[config.mk]
export PLATFORM = sky130hd
export DESIGN_NAME = swc_cmd_q
export DESIGN_NICKNAME = d
export VERILOG_FILES = /design/src/hdl/swc_pkg.sv /design/src/hdl/swc_cmd_q.sv
export SDC_FILE = /design/constraint.sdc
export NUM_CORES = 1
export LEC_CHECK = 0
export BUFFER_PORTS_ARGS = -buffer_cell sky130_fd_sc_hd__buf_4
export CAP_MARGIN = 5
export CORE_MARGIN = 2
export CORE_UTILIZATION = 40
export DETAILED_ROUTE_END_ITERATION = 16
export GPL_ROUTABILITY_DRIVEN = 0
export MAX_ROUTING_LAYER = met4
export PLACE_DENSITY_LB_ADDON = 0.25
export SYNTH_ARGS = -nofsm -noshare
export SYNTH_HDL_FRONTEND = slang
export SYNTH_SLANG_ARGS = --single-unit
[constraint.sdc]
create_clock -name clk -period 7.8 [get_ports clk]
set_input_delay 1.17 -clock clk [delete_from_list [all_inputs] [get_ports clk]]
set_output_delay 1.17 -clock clk [all_outputs]
set_load 0.01 [all_outputs]
[src/hdl/swc_pkg.sv]
// Shared constants, types and helpers of the split/wipe frame compositor.
package swc_pkg;

	localparam int STORE_DEPTH = 65536;
	localparam int MAX_DIM     = 2048;

	localparam int STORE_AW  = $clog2(STORE_DEPTH);
	localparam int REG_W     = 12;
	localparam int IDX_W     = 3;
	localparam int PIX_W     = 32;
	localparam int DIM_W     = $clog2(MAX_DIM + 1);
	localparam int CRD_W     = $clog2(MAX_DIM);
	localparam int AREA_W    = $clog2(MAX_DIM * MAX_DIM + 1);
	localparam int CHK_W     = (AREA_W > $clog2(STORE_DEPTH + 1)) ? AREA_W
		: $clog2(STORE_DEPTH + 1);
	localparam int CMP_W     = ((REG_W > DIM_W) ? REG_W : DIM_W) + 1;
	localparam int DIV_CNT_W = $clog2(AREA_W + 1);

	localparam int CMD_DEPTH = 4;
	localparam int CMD_PW    = $clog2(CMD_DEPTH);
	localparam int OUT_DEPTH = 4;
	localparam int OUT_PW    = $clog2(OUT_DEPTH);
	localparam int OUT_CW    = $clog2(OUT_DEPTH + 1);

	localparam logic [PIX_W-1:0] SEAM_GREEN = 32'hFF00FF00;
	localparam logic [PIX_W-1:0] EDGE_WHITE = 32'hFFFFFFFF;

	// register indexes
	localparam logic [IDX_W-1:0] REG_LAYOUT_MODE = 3'd0;
	localparam logic [IDX_W-1:0] REG_SRC_WIDTH   = 3'd1;
	localparam logic [IDX_W-1:0] REG_SRC_HEIGHT  = 3'd2;
	localparam logic [IDX_W-1:0] REG_DST_WIDTH   = 3'd3;
	localparam logic [IDX_W-1:0] REG_DST_HEIGHT  = 3'd4;
	localparam logic [IDX_W-1:0] REG_WIPE_COLUMN = 3'd5;

	// layout modes
	localparam logic [1:0] MODE_SPLIT  = 2'd0;
	localparam logic [1:0] MODE_WIPE   = 2'd1;
	localparam logic [1:0] MODE_FREEZE = 2'd2;

	localparam logic [REG_W-1:0] SRC_WIDTH_RST  = 12'd320;
	localparam logic [REG_W-1:0] SRC_HEIGHT_RST = 12'd200;
	localparam logic [REG_W-1:0] DST_WIDTH_RST  = 12'd640;
	localparam logic [REG_W-1:0] DST_HEIGHT_RST = 12'd400;
	localparam logic [REG_W-1:0] WIPE_RST       = 12'd0;

	typedef enum logic [2:0] {
		OP_WRITE,
		OP_PASS,
		OP_SOURCE,
		OP_SEAM,
		OP_EDGE,
		OP_ZERO
	} op_t;

	typedef struct packed {
		op_t                 op;
		logic [STORE_AW-1:0] addr;
		logic [PIX_W-1:0]    pixel;
		logic                eof;
	} cmd_t;

	// Clamp a dimension register to 1 .. MAX_DIM.
	function automatic logic [DIM_W-1:0] eff_dim(input logic [REG_W-1:0] v);
		logic [DIM_W-1:0] r;
		if (v == '0) begin
			r = DIM_W'(1);
		end else if (32'(v) > MAX_DIM) begin
			r = DIM_W'(MAX_DIM);
		end else begin
			r = DIM_W'(v);
		end
		return r;
	endfunction

endpackage

[src/hdl/swc_cmd_q.sv]
// Short command queue between the classifying front and the executing back.
module swc_cmd_q (
	input  logic          clk,
	input  logic          arst_n,
	input  logic          push,
	input  swc_pkg::cmd_t cmd_in,
	output logic          full,
	input  logic          pop,
	output swc_pkg::cmd_t head,
	output logic          empty
);

	import swc_pkg::*;

	cmd_t              slot_q [CMD_DEPTH];
	logic [CMD_PW-1:0] wr_ptr_q;
	logic [CMD_PW-1:0] rd_ptr_q;
	logic [CMD_PW:0]   cnt_q;
	logic              do_push;
	logic              do_pop;

	assign full    = cnt_q == (CMD_PW + 1)'(CMD_DEPTH);
	assign empty   = cnt_q == '0;
	assign do_push = push && !full;
	assign do_pop  = pop && !empty;
	assign head    = slot_q[rd_ptr_q];

	always_ff @(posedge clk or negedge arst_n) begin
		if (!arst_n) begin
			wr_ptr_q <= '0;
			rd_ptr_q <= '0;
			cnt_q    <= '0;
		end else begin
			if (do_push) begin
				wr_ptr_q <= (wr_ptr_q == CMD_PW'(CMD_DEPTH - 1)) ? '0 : wr_ptr_q + 1'b1;
			end
			if (do_pop) begin
				rd_ptr_q <= (rd_ptr_q == CMD_PW'(CMD_DEPTH - 1)) ? '0 : rd_ptr_q + 1'b1;
			end
			if (do_push && !do_pop) begin
				cnt_q <= cnt_q + 1'b1;
			end else if (do_pop && !do_push) begin
				cnt_q <= cnt_q - 1'b1;
			end
		end
	end

	always_ff @(posedge clk) begin
		if (do_push) begin
			slot_q[wr_ptr_q] <= cmd_in;
		end
	end

endmodule

## Word-level counts from Yosys, hierarchy flattened

Memory sizes are Yosys's and may differ from the RTL's.
Cells that the tools add are included.
W data, S select, Z words.

- Register bits: 7
- Memory bits (writable): 208
- Output and inout bits: 54
- Logic and storage cells: 27
- Memories kept: 1

Memory list:

| memory | depth | bits a word | rd ports | clocked after Yosys merged registers in | write ports | line | text |
|---|---|---|---|---|---|---|---|
| slot_q | 4 | 52 | 1 | 0 | 1 | swc_cmd_q.sv:15 | `cmd_t slot_q [CMD_DEPTH];` |

- Add/subtract/negate cells: 4
- Eq/ne operators: 3
- Muxes and demuxes: 6
- Reduce and logical (&&, ||, !) cells: 10

Operators with widths:

| cell | count |
|---|---|
| $mux W3 | 2 |
| $add A2 B1 Y2 const B | 2 |
| $eq A2 B2 Y1 const B | 2 |
| $logic_and A1 B1 Y1 | 4 |
| $logic_not A1 Y1 | 4 |
| $mux W2 | 2 |
| $add A3 B1 Y3 const B | 1 |
| $eq A3 B3 Y1 const B | 1 |
| $logic_not A3 Y1 | 1 |
| $sub A3 B1 Y3 const B | 1 |
| $mux W1 | 2 |
| $reduce_bool A2 Y1 | 1 |

## Longest topological paths before layout

Gate-level depths: netlist of the first run.

- Depth after elaboration: 7
- Depth in mapped cells: 8
- Depth with buffers taken out: 8

## Worst setup path before layout of the first run

No wires, ideal clock.

- Kind: input port to flip-flop
- Start point: input port push
- End point: memory slot_q[3][0] (netlist name) (enable)
- Data arrival time: 3.413 ns
- Path slack: 3.924 ns
- Stages: 2
- Path buffers: 0
- Cell sequence: nand2_1 -> nor2_1

- Longest elaborated chain between the ends: 3

Ends and longest elaborated chain:

| element | line | text |
|---|---|---|
| from (decl) | swc_cmd_q.sv:5 | `input logic push,` |
| $logic_and A1 B1 Y1 | swc_cmd_q.sv:24 | `assign do_push = push && !full;` |
| $mux W1 | swc_cmd_q.sv:49 | `if (do_push) begin` |
| $mux W1 (implied by the code) | swc_cmd_q.sv:50 | `slot_q[wr_ptr_q] <= cmd_in;` |
| to (decl) | swc_cmd_q.sv:15 |  |

No other way between the ends.

==> reports/qor.yml, run 1 <==
clock-sinks: 215
synth_area_leaders: "edfxtp_1 (78%), mux4_2 (15%), dfrtp_1 (2.2%), buf_12 (1.2%), ha_1 (0.94%)"
tightestPinTransition_ns: 0.7678
setup_tns_ns: 0
ys_async_sr_fraction_pct: 3.256
wire_per_inst_um: 19.85
boundaryPins: 110
yosysSeqAreaShare_pct: 80.11
n_fill_cell: 1582
cts.hold.buffers_added: 0
die_y_um: 145.6
grt_pass1_wl_um: 22340
ys.flop_type: "edfxtp_1"
clock.fmax_ghz: 0.2619
finalSetupViolCount: 0
crit_top_cell: "buf_4"
layout_setup_ws_ns: 3.982
final_antenna_net_count: 0
rrSetupSlack_ns: 5.42
cts_setup_buffers: 0
ys_types: 22
internal_power_uw: 2660
worstPathCellList: "buf_4 -> mux4_2 -> buf_4"
drive_gt1_share_pct: 46.80
dp_hpwl_um: 8530
cts_buffers: 24
finalMaxSlewViolations: 0
cts_max_level: 1
cts_tree: "done"
finClkSkew_ns: 0.01408
vdd_drop_max_mv: 0.2118
arrival_ns: 2.65
synth_top_cell_area_share_pct: 77.93
slew-limit-headroom_pct: 48.69
path_delay_family: "flip-flops"
synth_area_sq_um: 8015
rows: 51
power_frac_seq_pct: 44.9
synth-edff-count: 208
maxCapViolations: 0
postSynthAreaPerCell_sq_um: 25.94
crit_type: "reg -> out"
nNetsFinal: 501
ctsResizeCount: 0
drt-initial-drc-count: 220
clk_latency_ns: 0.50
slowest_delay_ns: 0.79
syn2layout_area_growth_pct: 21.95
reg2reg_depth: 4
synth_top_cell_by_area: "edfxtp_1"
required_ns: 6.63
grt_max_degree: 30
initial_utilization_pct: 40.91
clkTransAtPathRegs_ns: 0.06
ys_ff_latch: 215
cp_slowest_cell: "dfrtp_4"
crit_buf_inv: 2
grt-ovfl-total: 0
reg2reg_from: "cnt_q[0]$_DFFE_PN0P_"
swShare_pct: 28.17
p_clk_share_pct: 26.3
critPathLaunchType: "register"
min_path_type: "in -> async"
pre_cts_ws_ns: 4.366
antenna_found_initial: 0
synthCells: 309
fin_crit_sh_pct: 48.94
rsz0062_at_grt: "false"
crit_path_end_kind: "output pin"
grt_pass1_vias: 3840
finalHoldViolCount: 0
routed-via-count: 3549
r2r_end: "slot_q[1][21]$_DFFE_PP_"
syn_nets: 372
track_usage_pct: 14.05
power.leakage_uw: 0.003352
antennaDiodeCount: 0
drc: 0
io_buffers: 109
cts-root-buf: "clkbuf_16"
yosysWarningCount: 0
wirelength_um: 14250
core_sq_um: 19590
share_comb_of_total_power_pct: 28.8
die_width_um: 145.6
clockBufferDepth: 3
status: "complete, no violations"
dieArea_sq_um: 21190
firstDrtPassIters: 4
viasPerCell: 4.943
power_density_nw_per_um2: 378.9
fin_crit_ns: 3.818
worstPathMaxFanout: 28
power_switching_uw: 1043
worst max-delay path by stage:
stage / start / end / slack [ns] / depth (start not counted)
detailed placement: rd_ptr_q[0]$_DFFE_PN0P_ / head[19] / 4.37 / 3
finish: rd_ptr_q[0]$_DFFE_PN0P_ / head[25] / 3.98 / 3
global placement: rd_ptr_q[0]$_DFFE_PN0P_ / head[33] / 4.40 / 3
global route: rd_ptr_q[0]$_DFFE_PN0P_ / head[25] / 3.73 / 3
CTS: rd_ptr_q[0]$_DFFE_PN0P_ / head[19] / 3.83 / 3
floorplan: push / slot_q[3][0]$_DFFE_PP_ / 3.92 / 2
metal layers:
metal  part of all wire, %  up-vias  global-route usage (%)  routed length [um]
met4                   1.9        0                   3.529                 276
met5                     0        -                       -                   0
met3                   4.4       25                   3.009                 631
met1                    44     1856                   18.44                6255
met2                    50       94                   22.68                7089
li1                      -     1574                       -                   -
flip-flops by register name (all words and copies together) (netlist names):
signal	cells
slot_q	208
cnt_q	3
rd_ptr_q	2
wr_ptr_q	2
through the flow:
step                power, uW  std cells  cell area, sq um  hold WS (ns)  utilization, %
finish                   3704        718              9774        0.4810           49.89
global route             3896        718              9774        0.4670           49.89
CTS                      3776        718              9774        0.4631           49.89
detailed placement       2793        677              9085        0.5240           46.38
global placement         2768        677              9085        0.5221           46.38
floorplan                2350        309              8015        0.5013               -
power groups by stage:
stage / logic, uW / registers [uW] / clock network (uW)
final: 1070 / 1660 / 973
after global placement: 1090 / 1680 / 0
after CTS: 1100 / 1670 / 1000
after detailed placement: 1100 / 1700 / 0
after floorplan: 744 / 1610 / 0
after global routing: 1150 / 1700 / 1050
final cells by class:
class                   instances  area, sq um  area share (%)
multi-input cells              79         1453           14.86
inverters                       3        11.26          0.1152
clock buffers                  29        619.3           6.336
clock inverters                12        70.07          0.7168
flip-flops and latches        215         6426           65.75
repair buffers                115        863.3           8.833
well taps                     265        331.6           3.392
Yosys cell counts (2+ instances only):
master and count:
edfxtp_1 208, mux4_2 52, dfrtp_1 7, buf_2 6, ha_1 6, buf_12 5, and2_1 3, inv_1 3
nor2_1 3, mux2_4 2, nor3_1 2, xor2_1 2
logic make-up after synthesis:
| logic type | count (synthesis) | share of synthesized area [%] |
|---|---|---|
| flops | 215 | 80.11 |
| mux | 56 | 15.27 |
| buf+inv | 15 | 1.905 |
| simple gates | 11 | 0.9522 |
| fa+ha+maj | 7 | 1.186 |
| xor+xnor | 3 | 0.3279 |
| compound gates | 2 | 0.2498 |
cell usage in the layout, fill, tap and decap left out, drive strengths merged, types with 2 or more instances in the layout:
| master | Yosys | routed |
|---|---|---|
| clkinv | 0 | 11 |
| ha | 6 | 6 |
| dfrtp | 7 | 7 |
| clkbuf | 0 | 29 |
| buf | 12 | 115 |
| mux2 | 4 | 4 |
| inv | 3 | 3 |
| and2 | 3 | 3 |
| nor3 | 2 | 2 |
| nor2 | 3 | 3 |
| xor2 | 2 | 2 |
| mux4 | 52 | 52 |
| edfxtp | 208 | 208 |
(Power assumes the default switching activity.)
==> run 2: changes to the inputs <==
==> constraint.sdc (replaced) <==
create_clock -name clk -period 3.6 [get_ports clk]
set_input_delay 0.54 -clock clk [delete_from_list [all_inputs] [get_ports clk]]
set_output_delay 0.54 -clock clk [all_outputs]
set_load 0.01 [all_outputs]
==> reports/qor.yml, run 2 (synthesized netlist as in run 1, its figures left out) <==
top_regs: "slot_q (208), cnt_q (3)"  # unchanged
fin_crit_ns: 2.872
grt_pass1_vias: 3977  # was 3840
nNetsFinal: 504  # was 501
arrival_ns: 2.33  # was 2.65 ns
track_usage_pct: 14.14  # was 14.05%
grt-ovfl-total: 0  # unchanged
crit_buf_inv: 2  # unchanged
wirelength_um: 14230  # was 14250 um
grt_max_degree: 53  # was 30
clk_latency_ns: 0.49  # was 0.50 ns
crit_end: "head[38]"  # was head[25]
drt-initial-drc-count: 243  # was 220
maxCapViolations: 0  # unchanged
syn2layout_area_growth_pct: 24.15  # was 21.95%
dp_hpwl_um: 8430  # was 8530 um
initial_utilization_pct: 40.91  # unchanged
rsz0062_at_grt: "false"  # unchanged
io_buffers: 109  # unchanged
drc: 0  # unchanged
dp_cells: 680  # was 677
startpoint: "rd_ptr_q[0]$_DFFE_PN0P_"  # unchanged
crit_type: "reg -> out"  # unchanged
core_sq_um: 19590  # unchanged
dieArea_sq_um: 21190  # unchanged
required_ns: 3.06  # was 6.63 ns
clkTransAtPathRegs_ns: 0.06  # about the same
fin_area_sq_um: 9951  # was 9774 sq um
slew-limit-headroom_pct: 39.88  # was 48.69%
wire_per_inst_um: 19.71  # was 19.85 um
place_area_sq_um: 9145  # was 9085 sq um
stdcell_count: 722  # was 718
clock.fmax_ghz: 0.3481
crit_cells: 3  # unchanged
min_path_type: "in -> reg"  # was in -> async
fin_crit_sh_pct: 79.79
slowest_delay_ns: 0.81  # was 0.79 ns
die_y_um: 145.6  # unchanged
firstDrtPassIters: 5  # was 4
antenna_found_initial: 0  # unchanged
die_width_um: 145.6  # unchanged
layout_common_cells: "edfxtp_1 (208), buf_4 (115), mux4_2 (52)"  # unchanged
mostFrequentLayoutCell: "edfxtp_1"  # unchanged
antennaDiodeCount: 0  # unchanged
top_register: "slot_q"  # unchanged
drive_gt1_share_pct: 47.70  # was 46.80%
cts_tree: "done"  # unchanged
grt_pass1_wl_um: 22450  # was 22340 um
setup_tns_ns: 0  # unchanged
critPathLaunchType: "register"  # unchanged
r2r_end: "slot_q[2][1]$_DFFE_PP_"  # was slot_q[1][21]$_DFFE_PP_
cts-root-buf: "clkbuf_16"  # unchanged
clock-sinks: 215  # unchanged
power_density_nw_per_um2: 841.5  # was 378.9 nW/um^2
boundaryPins: 110  # unchanged
viasPerCell: 4.978  # was 4.943
finalHoldViolCount: 0  # unchanged
worstPathCellList: "buf_12 -> mux4_2 -> buf_4"  # was buf_4 -> mux4_2 -> buf_4
pre_cts_ws_ns: 1.139  # was 4.366 ns
finalMaxSlewViolations: 0  # unchanged
rows: 51  # unchanged
cts_buffers: 23  # was 24
routed-via-count: 3594  # was 3549
path_delay_family: "flip-flops"  # unchanged
finClkSkew_ns: 0.01002  # was 0.01408 ns
power.leakage_uw: 0.003429  # was 0.003352 uW
tightestPinTransition_ns: 0.9018  # was 0.7678 ns
reg2reg_from: "cnt_q[0]$_DFFE_PN0P_"  # unchanged
finalSetupViolCount: 0  # unchanged
reg2reg_depth: 4  # unchanged
rrSetupSlack_ns: 1.40  # was 5.42 ns
largest_register_ffs: 208  # unchanged
cp_slowest_cell: "dfrtp_4"  # unchanged
status: "complete, no violations"  # unchanged
power_uw: 8374  # was 3704 uW
clockBufferDepth: 3  # unchanged
cts_max_level: 1  # unchanged
layout_setup_ws_ns: 0.7275  # was 3.982 ns
worstPathMaxFanout: 29  # was 28
final_antenna_net_count: 0  # unchanged
crit_path_end_kind: "output pin"  # unchanged
vdd_drop_max_mv: 0.3598  # was 0.2118 mV
[run 2: final cells by class]
cell class	count	area, sq um
fill	1582	9639
sequential	215	6426
multi-input combinational	79	1453
timing repair buffer	119	933.4
clock buffer	29	628.1
tap	265	331.6
clock inverter	12	167.7
inverter	3	11.26
[run 2: worst min path at each step]
stage / depth (start not counted) / to / slack, ns / start
finish: 1 / slot_q[1][10]$_DFFE_PP_ / 0.25 / cmd_in[10]
global route: 1 / slot_q[0][8]$_DFFE_PP_ / 0.23 / cmd_in[8]
CTS: 1 / slot_q[1][10]$_DFFE_PP_ / 0.23 / cmd_in[10]
detailed placement: 1 / cnt_q[2]$_DFFE_PN0P_ / 0.37 / arst_n
global placement: 1 / cnt_q[2]$_DFFE_PN0P_ / 0.36 / arst_n
floorplan: 0 / cnt_q[0]$_DFFE_PN0P_ / 0.24 / arst_n
[run 2: worst reg2reg max path: cells and delay by family, from the launching register on]
kind / cells / cell delay, ns
buffers and inverters: 1 / 0.40
DFF: 1 / 0.51
and+or+nand+nor: 3 / 0.99
[run 2: what timing repair did]
item                      CTS  global route
hold endpoints to repair    7             0
resized for setup           0             0
hold buffers                1             0
setup buffers               0             0
[run 2: metrics by stage]
step | utilization, % | hold WS (ns)
2_1_floorplan | - | 0.2444
3_3_place_gp | 46.68 | 0.3626
3_5_place_dp | 46.68 | 0.3661
4_1_cts | 50.80 | 0.2280
5_1_grt | 50.80 | 0.2280
6_report | 50.80 | 0.2507
[run 2: report_power, final]
part	switching, uW	internal [uW]
logic	1070	1280
clock network	887	1520
registers	309	3310
total	2260	6110
[run 2: per-layer routing]
metal | up-vias | part of all wire [%] | routed length (um) | GRT usage, %
li1 | 1580 | - | - | -
met1 | 1891 | 43 | 6070 | 17.96
met2 | 102 | 51 | 7255 | 23.72
met3 | 21 | 4.8 | 685 | 2.947
met4 | 0 | 1.6 | 221 | 3.186
met5 | - | 0 | 0 | -
